===== src/design/cfrq_pkg.sv =====
// Shared types, codes and identifier repacking for the CAN frame receive queue.
// No dependencies.
`timescale 1ns / 1ps

package cfrq_pkg;

  typedef enum logic [1:0] {
    OP_PUSH  = 2'd0,
    OP_POP   = 2'd1,
    OP_CLEAR = 2'd2
  } op_t;

  localparam int unsigned SEQ_W     = 16;
  localparam int unsigned LEN_W     = 4;
  localparam int unsigned ID_W      = 32;
  localparam int unsigned DATA_W    = 64;
  localparam int unsigned EXT_BIT   = 3;
  localparam int unsigned RTR_BIT   = 6;

  typedef struct packed {
    logic [SEQ_W-1:0] seq;
    logic [LEN_W-1:0] len;
    logic [ID_W-1:0]  id;
  } hdr_t;

  function automatic logic [ID_W-1:0] pack_id(
    input logic [7:0] sidh,
    input logic [7:0] sidl,
    input logic [7:0] eid8,
    input logic [7:0] eid0,
    input logic [7:0] dlc
  );
    logic [7:0] b0;
    logic [7:0] b1;
    logic [7:0] b2;
    logic [7:0] b3;
    if (sidl[EXT_BIT]) begin
      b0 = {1'b1, 2'b00, sidh[7:3]};
      b1 = {sidh[2:0], sidl[7:5], sidl[1:0]};
      b2 = eid8;
      b3 = eid0;
    end else begin
      b0 = 8'h00;
      b1 = 8'h00;
      b2 = {5'b00000, sidh[7:5]};
      b3 = {sidh[4:0], sidl[7:5]};
    end
    b0[RTR_BIT] = dlc[RTR_BIT];
    return {b0, b1, b2, b3};
  endfunction

endpackage


===== src/design/cfrq_store.sv =====
// Frame storage: header and payload memories, one write and one registered read port.
// Depends on cfrq_pkg.
`timescale 1ns / 1ps

module cfrq_store #(
  parameter int unsigned QUEUE_SLOTS = 16
) (
  input  logic                             clk,
  input  logic                             wr_en,
  input  logic [$clog2(QUEUE_SLOTS)-1:0]   wr_addr,
  input  cfrq_pkg::hdr_t                   wr_hdr,
  input  logic [cfrq_pkg::DATA_W-1:0]      wr_data,
  input  logic                             rd_en,
  input  logic [$clog2(QUEUE_SLOTS)-1:0]   rd_addr,
  output cfrq_pkg::hdr_t                   rd_hdr,
  output logic [cfrq_pkg::DATA_W-1:0]      rd_data
);
  import cfrq_pkg::*;

  hdr_t              hdr_mem  [QUEUE_SLOTS];
  logic [DATA_W-1:0] data_mem [QUEUE_SLOTS];
  hdr_t              rd_hdr_r;
  logic [DATA_W-1:0] rd_data_r;

  always_ff @(posedge clk) begin
    if (wr_en) begin
      hdr_mem[wr_addr]  <= wr_hdr;
      data_mem[wr_addr] <= wr_data;
    end
  end

  always_ff @(posedge clk) begin
    if (rd_en) begin
      rd_hdr_r  <= hdr_mem[rd_addr];
      rd_data_r <= data_mem[rd_addr];
    end
  end

  assign rd_hdr  = rd_hdr_r;
  assign rd_data = rd_data_r;

endmodule


===== src/design/can_frame_receive_queue_unit.sv =====
// Receive queue for CAN frames: pushes repacked, sequence-stamped frames into a ring and pops them.
// Depends on cfrq_pkg and cfrq_store.
// Accepts one transaction per clock while in_stall is low; every transaction gives one result,
// passing through the registered read of the frame memory and the output register.
// The ring holds QUEUE_SLOTS-1 frames; a push into a full ring is dropped, but the
// sequence counter still advances. Clear empties the ring and keeps the counter.
`timescale 1ns / 1ps

module can_frame_receive_queue_unit #(
  parameter int unsigned QUEUE_SLOTS = 16
) (
  input  logic                          clk,
  input  logic                          rst_n,
  input  logic                          in_valid,
  output logic                          in_stall,
  input  logic [1:0]                    in_operation,
  input  logic [7:0]                    in_std_id_high,
  input  logic [7:0]                    in_std_id_low,
  input  logic [7:0]                    in_ext_id_mid,
  input  logic [7:0]                    in_ext_id_low,
  input  logic [7:0]                    in_length_reg,
  input  logic [cfrq_pkg::DATA_W-1:0]   in_payload,
  output logic                          out_valid,
  input  logic                          out_stall,
  output logic                          out_frame_valid,
  output logic                          out_dropped,
  output logic [cfrq_pkg::SEQ_W-1:0]    out_sequence_number,
  output logic [cfrq_pkg::ID_W-1:0]     out_packed_id,
  output logic [cfrq_pkg::LEN_W-1:0]    out_length_code,
  output logic [cfrq_pkg::DATA_W-1:0]   out_frame_payload
);
  import cfrq_pkg::*;

  localparam int unsigned SLOT_W = $clog2(QUEUE_SLOTS);
  localparam logic [SLOT_W-1:0] LAST_SLOT = SLOT_W'(QUEUE_SLOTS - 1);

  logic [SLOT_W-1:0] rd_slot_r, rd_slot_nxt;
  logic [SLOT_W-1:0] wr_slot_r, wr_slot_nxt;
  logic [SEQ_W-1:0]  seq_r, seq_nxt;
  logic              s1_valid_r, s1_valid_nxt;
  logic              s1_hit_r, s1_hit_nxt;
  logic              s1_drop_r, s1_drop_nxt;
  logic              out_valid_r, out_valid_nxt;
  logic              out_hit_r;
  logic              out_drop_r;
  hdr_t              out_hdr_r;
  logic [DATA_W-1:0] out_data_r;

  logic              in_accept;
  logic              s1_move;
  logic [SLOT_W-1:0] wr_slot_inc;
  logic [SLOT_W-1:0] rd_slot_inc;
  logic              ring_full;
  logic              ring_empty;
  logic              mem_wr_en;
  logic              mem_rd_en;
  hdr_t              mem_wr_hdr;
  hdr_t              mem_rd_hdr;
  logic [DATA_W-1:0] mem_rd_data;

  assign s1_move     = s1_valid_r && (!out_valid_r || !out_stall);
  assign in_stall    = s1_valid_r && !s1_move;
  assign in_accept   = in_valid && !in_stall;
  assign wr_slot_inc = (wr_slot_r == LAST_SLOT) ? '0 : wr_slot_r + 1'b1;
  assign rd_slot_inc = (rd_slot_r == LAST_SLOT) ? '0 : rd_slot_r + 1'b1;
  assign ring_full   = (wr_slot_inc == rd_slot_r);
  assign ring_empty  = (rd_slot_r == wr_slot_r);

  assign mem_wr_hdr.seq = seq_r;
  assign mem_wr_hdr.len = in_length_reg[LEN_W-1:0];
  assign mem_wr_hdr.id  = pack_id(in_std_id_high, in_std_id_low, in_ext_id_mid,
                                  in_ext_id_low, in_length_reg);

  always_comb begin
    rd_slot_nxt  = rd_slot_r;
    wr_slot_nxt  = wr_slot_r;
    seq_nxt      = seq_r;
    s1_hit_nxt   = s1_hit_r;
    s1_drop_nxt  = s1_drop_r;
    mem_wr_en    = 1'b0;
    mem_rd_en    = 1'b0;
    s1_valid_nxt = s1_move ? 1'b0 : s1_valid_r;
    if (in_accept) begin
      s1_valid_nxt = 1'b1;
      s1_hit_nxt   = 1'b0;
      s1_drop_nxt  = 1'b0;
      case (in_operation)
        OP_PUSH: begin
          seq_nxt = seq_r + 1'b1;
          if (ring_full) begin
            s1_drop_nxt = 1'b1;
          end else begin
            mem_wr_en   = 1'b1;
            wr_slot_nxt = wr_slot_inc;
          end
        end
        OP_POP: begin
          if (!ring_empty) begin
            mem_rd_en   = 1'b1;
            s1_hit_nxt  = 1'b1;
            rd_slot_nxt = rd_slot_inc;
          end
        end
        OP_CLEAR: begin
          rd_slot_nxt = '0;
          wr_slot_nxt = '0;
        end
        default: begin
        end
      endcase
    end
    out_valid_nxt = s1_move ? 1'b1 : (out_valid_r && out_stall);
  end

  always_ff @(posedge clk) begin
    if (!rst_n) begin
      rd_slot_r   <= '0;
      wr_slot_r   <= '0;
      seq_r       <= '0;
      s1_valid_r  <= 1'b0;
      out_valid_r <= 1'b0;
    end else begin
      rd_slot_r   <= rd_slot_nxt;
      wr_slot_r   <= wr_slot_nxt;
      seq_r       <= seq_nxt;
      s1_valid_r  <= s1_valid_nxt;
      out_valid_r <= out_valid_nxt;
    end
  end

  always_ff @(posedge clk) begin
    s1_hit_r  <= s1_hit_nxt;
    s1_drop_r <= s1_drop_nxt;
    if (s1_move) begin
      out_hit_r  <= s1_hit_r;
      out_drop_r <= s1_drop_r;
      out_hdr_r  <= s1_hit_r ? mem_rd_hdr : '0;
      out_data_r <= s1_hit_r ? mem_rd_data : '0;
    end
  end

  cfrq_store #(
    .QUEUE_SLOTS (QUEUE_SLOTS)
  ) u_store (
    .clk     (clk),
    .wr_en   (mem_wr_en),
    .wr_addr (wr_slot_r),
    .wr_hdr  (mem_wr_hdr),
    .wr_data (in_payload),
    .rd_en   (mem_rd_en),
    .rd_addr (rd_slot_r),
    .rd_hdr  (mem_rd_hdr),
    .rd_data (mem_rd_data)
  );

  assign out_valid           = out_valid_r;
  assign out_frame_valid     = out_hit_r;
  assign out_dropped         = out_drop_r;
  assign out_sequence_number = out_hdr_r.seq;
  assign out_packed_id       = out_hdr_r.id;
  assign out_length_code     = out_hdr_r.len;
  assign out_frame_payload   = out_data_r;

`ifndef NO_ASSERTIONS
  a_seq_advance: assert property (@(posedge clk) disable iff (!rst_n)
    (in_accept && in_operation == OP_PUSH) |=> (seq_r == $past(seq_r) + 1'b1))
    else $error("sequence counter did not advance on push");

  a_empty_pop: assert property (@(posedge clk) disable iff (!rst_n)
    (in_accept && in_operation == OP_POP && ring_empty) |=> $stable(rd_slot_r))
    else $error("pop from empty ring moved read slot");

  a_stage_fill: assert property (@(posedge clk) disable iff (!rst_n)
    in_accept |=> s1_valid_r)
    else $error("accepted transaction lost before output stage");

  a_result_kind: assert property (@(posedge clk) disable iff (!rst_n)
    out_valid_r |-> !(out_hit_r && out_drop_r))
    else $error("result marked both popped and dropped");
`endif

endmodule


===== config.mk =====
export PLATFORM = sky130hd
export DESIGN_NAME = can_frame_receive_queue_unit
export DESIGN_NICKNAME = d
export VERILOG_FILES = /design/src/design/cfrq_pkg.sv /design/src/design/cfrq_store.sv /design/src/design/can_frame_receive_queue_unit.sv
export SDC_FILE = /design/constraint.sdc
export NUM_CORES = 2
export LEC_CHECK = 0
export BUFFER_PORTS_ARGS = -buffer_cell sky130_fd_sc_hd__buf_2
export CAP_MARGIN = 20
export CORE_MARGIN = 1.5
export CORE_UTILIZATION = 40
export CTS_CLUSTER_DIAMETER = 40
export CTS_CLUSTER_SIZE = 12
export DETAILED_ROUTE_END_ITERATION = 6
export PLACE_DENSITY = 0.64
export SETUP_SLACK_MARGIN = 0.4
export SLEW_MARGIN = 10
export SYNTH_ARGS = -nofsm -noshare
export SYNTH_HDL_FRONTEND = slang
export SYNTH_SLANG_ARGS = --single-unit

===== constraint.sdc =====
create_clock -name clk -period 12.1 [get_ports clk]
set_input_delay 0.605 -clock clk [delete_from_list [all_inputs] [get_ports clk]]
set_output_delay 0.605 -clock clk [all_outputs]
set_load 0.01 [all_outputs]

==> After elaboration in Yosys (flattened, before gate mapping) <==
Memories as Yosys holds them, arrays and structs flattened. A register that Yosys moved wholly into a read port is not among the register bits.
Index checks and enable logic that the tools add are counted.
{ "word_totals": {"ff_bits": 146, "ramBits": 1856, "inputBits": 110, "output_inout_bits": 120, "elab_cells": 64, "mem_count": 2} }
{ "classes": {"n_addsub": 3, "eq_ne": 8, "mux": 22, "reduce_logical": 16} }
{ "memory_table": {"columns": ["name", "words", "word_bits", "rd", "rd_ports_with_merged_regs", "wr", "line", "source"], "rows": [
  ["u_store.data_mem", 16, 64, 1, 1, 1, "cfrq_store.sv:21", "logic [DATA_W-1:0] data_mem [QUEUE_SLOTS];"],
  ["u_store.hdr_mem", 16, 52, 1, 1, 1, "cfrq_store.sv:20", "hdr_t hdr_mem [QUEUE_SLOTS];"]
]} }
{ "op_table": {"columns": ["cell", "n"], "rows": [
  ["$mux 8", 4],
  ["$add 16x1->16 const B", 1],
  ["$mux 4", 4],
  ["$pmux 4 s2", 2],
  ["$mux 1", 12],
  ["$add 4x1->4 const B", 2],
  ["$eq 4x4->1", 2],
  ["$eq 4x4->1 const B", 2],
  ["$reduce_and 3->1", 2],
  ["$reduce_bool 2->1", 3],
  ["$logic_and 1x1->1", 4],
  ["$logic_not 1->1", 4],
  ["$ne 2x2->1 const B", 2],
  ["$eq 2x1->1 const B", 1],
  ["$eq 2x2->1 const B", 1],
  ["$logic_not 2->1", 1],
  ["$reduce_and 2->1", 1],
  ["$logic_or 1x1->1", 1]
]} }

==> Longest topological paths before layout <==
{ "depth": {"ltp_word": 10, "depth_mapped": 8, "depth_no_buf": 7} }

==> Hierarchy <==
A second synthesis with hierarchy kept.
{ "unflattened": {"cells_unflattened": 3414, "hier_area_um2": 79158.4} }
{ "modules_own_cells": {"columns": ["mod", "n_inst", "cells_each", "area_per_inst_um2", "seq_area_each_um2"], "rows": [
  ["cfrq_store", 1, 2966, 73117.6, 59216.8],
  ["can_frame_receive_queue_unit", 1, 448, 6040.8, 4124.0]
]} }

==> Worst setup path after synthesis <==
No wires, ideal clock.
{ "synth_path": {"path_type": "register to register", "startpoint": "register wr_slot_r[0]", "endpoint": "memory u_store.data_mem[0][0], enable pin", "setup_time_ps": 729, "arrival_time_ps": 9318, "t_required_ps": 11371, "path_slack_ps": 2053, "stages_incl_launch_ff": 7, "n_path_buf": 0, "period_less_slack_ps": 10047, "path_cell_list": "dfxtp_1 -> ha_1 -> a21oi_1 -> o22a_1 -> xor2_1 -> o211ai_1 -> nor3_1"} }
{ "synth_between": {"elab_chain_cells": 8, "elab_cells_between_ends": 9, "classes_between": "add/sub: 1; eq/ne: 2; mux: 6"} }
{ "synth_rtl": {"columns": ["item", "line", "source"], "rows": [
  ["start, declared", "can_frame_receive_queue_unit.sv:38", "logic [SLOT_W-1:0] wr_slot_r, wr_slot_nxt;"],
  ["start signal, assigned", "can_frame_receive_queue_unit.sv:124", "wr_slot_r <= wr_slot_nxt;"],
  ["$add 4x1->4 or $eq 4x4->1 (tied branches)", "can_frame_receive_queue_unit.sv:64", "assign wr_slot_inc = (wr_slot_r == LAST_SLOT) ? '0 : wr_slot_r + 1'b1;"],
  ["$mux 4", "can_frame_receive_queue_unit.sv:64", null],
  ["$eq 4x4->1", "can_frame_receive_queue_unit.sv:66", "assign ring_full = (wr_slot_inc == rd_slot_r);"],
  ["$mux 1", "can_frame_receive_queue_unit.sv:90", "if (ring_full) begin"],
  ["$mux 1", "can_frame_receive_queue_unit.sv:87", "case (in_operation)"],
  ["$mux 1", "can_frame_receive_queue_unit.sv:83", "if (in_accept) begin"],
  ["$mux 1", "cfrq_store.sv:26", "if (wr_en) begin"],
  ["$mux 1 (not written as such)", "cfrq_store.sv:28", "data_mem[wr_addr] <= wr_data;"],
  ["end, declared", "cfrq_store.sv:21", null]
]} }
Parallel ways exist; a longest one is shown, timed or not.

==> Worst setup path after layout <==
{ "layout_path": {"startpoint": "register wr_slot_r[2]", "endpoint": "memory u_store.data_mem[12][35], enable pin"} }
The elaborated chain is that of the path after synthesis.

==> flow_metrics.env <==
export IMPL_outcome="finished clean"
export IMPL_critPathRequiredTime_ns=12.55
export IMPL_swShare_pct=19.7
export IMPL_dp_hpwl_mm=86.6
export IMPL_grtUsageTotal_pct=17.8
export IMPL_grt_max_degree=139
export IMPL_clock_path_buffers=3
export IMPL_syn_area_um2=79300
export IMPL_rsz0062_at_grt="no"
export IMPL_synth_edf_count=2074
export IMPL_setup_viol=0
export IMPL_place_gp_congestion=0.757
export IMPL_grt_pass1_vias=37800
export IMPL_crit_reg2reg_capture="u_store.data_mem[12][35]"
export IMPL_initial_utilization_pct=40.2
export IMPL_dr_wl_met3_mm=8.73
export IMPL_leakage_nw=27.5
export IMPL_arrival_ns=6.02
export IMPL_first_pass_iters=5
export IMPL_synthFlopType="edfxtp_1"
export IMPL_power_share_combinational_pct=1.9
export IMPL_m1WireLength_mm=72.3
export IMPL_path_delay_family="buffers and inverters"
export IMPL_core_area_um2=197000
export IMPL_cts_setup_buffers=0
export IMPL_cts_tree="yes"
export IMPL_ios=230
export IMPL_intPower_mw=12.0
export IMPL_r2r_start="wr_slot_r[2]"
export IMPL_design_power_total_mw=14.9
export IMPL_avgViaCountPerCell=5.47
export IMPL_finalMaxSlewViolations=0
export IMPL_cts_clk_slew_worst_paths_ns=0.06
export IMPL_cpPeakStageDelay_ns=0.77
export IMPL_cap_violations=0
export IMPL_reg2reg_depth=8
export IMPL_antenna_found_initial=24
export IMPL_cp_num_buf_inv=3
export IMPL_worstSetupPathType="flip-flop to flip-flop"
export IMPL_async_reset_ff_share_pct=0
export IMPL_synthCells=3514
export IMPL_crit_fanout=42
export IMPL_fin_cells=6617
export IMPL_drt_iter0_drc=3164
export IMPL_syn_num_nets=3630
export IMPL_yosys_area_top_type="edfxtp_1"
export IMPL_rrSetupSlack_ns=6.53
export IMPL_totalWireLength_mm=178
export IMPL_worst_slew_pin_slew_ns=1.11
export IMPL_h_tree_depth=4
export IMPL_cpMostUsedCell="buf_4"
export IMPL_drcViolationCount=0
export IMPL_slowest_stage="buf_4"
export IMPL_fillCellCount=16200
export IMPL_path_cells="nand2_1 -> o22a_1 -> xor2_1 -> o211ai_1 -> nor2_4 -> buf_4 -> buf_4 -> buf_4"
export IMPL_slew_headroom_pct=25.9
export IMPL_grt_pass1_wl_mm=258
export IMPL_avgSynthCellArea_um2=22.6
export IMPL_timing_final_crit_period_ns=5.57
export IMPL_fin_tns_setup_ns=0
export IMPL_port_buffers=223
export IMPL_hold_depth=3
export IMPL_synth_area_leaders="edfxtp_1, mux4_2, mux2i_1"
export IMPL_hp_start="out_stall"
export IMPL_min_path_type="input port to flip-flop"
export IMPL_yosysTopAreaCellShare_pct=78.6
export IMPL_vias=36200
export IMPL_yosysWarnings=0
export IMPL_yosysUniqueCellTypes=46
export IMPL_seq_area_um2=62800
export IMPL_yosysSeqAreaShare_pct=79.2
export IMPL_fin_skew_ns=0.0283
export IMPL_p_sw_mw=2.94
export IMPL_end_kind="flip-flop"
export IMPL_die_area_um2=201000
export IMPL_power_density_nw_per_um2=164
export IMPL_start_kind="flip-flop"
export IMPL_min_to="out_valid"
export IMPL_route_detailed_wl_per_inst_um=26.9
export IMPL_row_count=163
export IMPL_clkLatencyLatePin_ns=0.84
export IMPL_period_share_pct=46.0
export IMPL_p_clk_share_pct=44.2
export IMPL_clockRootBuffer="clkbuf_16"
export IMPL_final_nets=3956
export IMPL_fp_dieH_um=448
export IMPL_multi_input_area_um2=15700
export IMPL_drive_gt1_share_pct=27.5
export IMPL_clock_fmax_ghz=0.180
export IMPL_ant_nets=0
export IMPL_dp_cells=6251
export IMPL_top_layer_used="met5"
export IMPL_ys_ff_latch=2100
export IMPL_clock_sinks=2100
export IMPL_seqPwrFrac_pct=54.0
export IMPL_wl_met2_mm=92.3
export IMPL_cts_buffers=226
export IMPL_syn_to_final_growth_pct=14.4
export IMPL_overflow=0
export IMPL_fp_dieW_um=448
export IMPL_peakVddDrop_uv=127
export IMPL_hold_viol_final=0
## logic make-up after synthesis
logic type | count (synthesis) | share of synthesized area [%]
fa+ha+maj | 6 | 0.0947
xor+xnor | 22 | 0.260
flops | 2100 | 79.2
buf+inv | 201 | 1.13
compound gates | 254 | 2.04
simple gates | 340 | 2.51
mux | 590 | 14.7
other cells | 1 | 0.00473
## layout make-up
type                       instances  share of cell area, %
antenna                            7                 0.0193
clock buffer                     261                   6.51
clock inverter                    97                   1.24
inverter                           9                 0.0373
multi-input combinational       1213                   17.3
sequential                      2100                   69.3
tap                             2640                   3.64
timing repair buffer             290                   1.95
## placed cells by master (no fill, tap or decap), drive strengths merged, types with 6 or more instances in the layout
cell type	netlist	layout
edfxtp	2074	2074
mux4	460	460
buf	83	289
clkbuf	109	261
and2	134	134
a21oi	120	120
mux2i	119	119
nor2b	116	116
a211oi	116	116
clkinv	0	56
nor2	34	34
dfxtp	26	26
inv	9	25
bufinv	0	18
xnor2	17	17
nand2	15	15
mux2	11	11
nor3	9	9
nand3	8	8
diode	0	7
clkinvlp	0	7
nand4	6	6
nor4	6	6
ha	6	6
## power groups by stage
stage	Clock, mW	Sequential (mW)	Combinational [mW]
after floorplan	0	8.21	0.128
after global placement	0	8.20	0.273
after detailed placement	0	8.20	0.282
after CTS	6.71	8.05	0.283
after global routing	6.98	8.04	0.303
final	6.58	8.05	0.276
## how the worst max path moves through the flow
stage / from / to / depth (start not counted)
after global placement: wr_slot_r[2] / u_store.hdr_mem[12][27] / 8
after CTS: wr_slot_r[2] / u_store.data_mem[12][35] / 8
after floorplan: wr_slot_r[0] / u_store.data_mem[0][0] / 6
final: wr_slot_r[2] / u_store.data_mem[12][35] / 8
after global routing: wr_slot_r[2] / u_store.data_mem[12][35] / 8
after detailed placement: wr_slot_r[2] / u_store.hdr_mem[12][27] / 8
## state kept, by name, summed over array words and instances (netlist names), 16 cells and up
register	count
out_frame_payload	64
out_packed_id	31
out_sequence_number	16
seq_r	16
u_store.data_mem	1024
u_store.hdr_mem	816
u_store.rd_data	64
u_store.rd_hdr	51
## through the flow
step	instance area (µm²)	utilization, %	hold slack, ns	setup WS (ns)
global route	90700	46.0	0.0919	6.23
finish	90700	46.0	0.0825	6.53
detailed placement	83600	42.4	0.405	6.58
CTS	90600	46.0	0.0251	6.54
global placement	83600	42.4	0.410	6.66
floorplan	79300	-	0.400	2.05
## repair_timing
action	in CTS	in global routing
hold endpoints to repair	1	0
gates resized for setup	0	0
hold buffers	1	0
## worst register-to-register path, cell delays in order (launching register included)
cell,delay [ns]
dfxtp_1,0.74
nand2_1,0.41
o22a_1,0.31
xor2_1,0.46
o211ai_1,0.43
nor2_4,0.45
buf_4,0.78
buf_4,0.79
buf_4,0.78
## synth_stat cells, drive strengths merged (2+ instances only)
library cell / count
o211ai: 4
mux4: 460
nand4: 6
a41oi: 2
nor2: 34
xor2: 4
a31oi: 2
or3: 2
nor3: 9
clkbuf: 109
a21oi: 120
and3: 2
nor2b: 116
and2: 134
nand2b: 4
ha: 6
nand3: 8
nand2: 15
mux2i: 119
mux2: 11
xnor2: 17
a211oi: 116
edfxtp: 2074
inv: 9
nor4: 6
dfxtp: 26
buf: 83
o21ai: 2
## per-layer routing
layer / GRT usage, % / vias up
met4: 5.52 / 22
li1: - / 15300
met3: 2.95 / 284
met5: 0 / -
met1: 22.8 / 19600
met2: 30.8 / 984
Power figures use the tool's default switching activity.
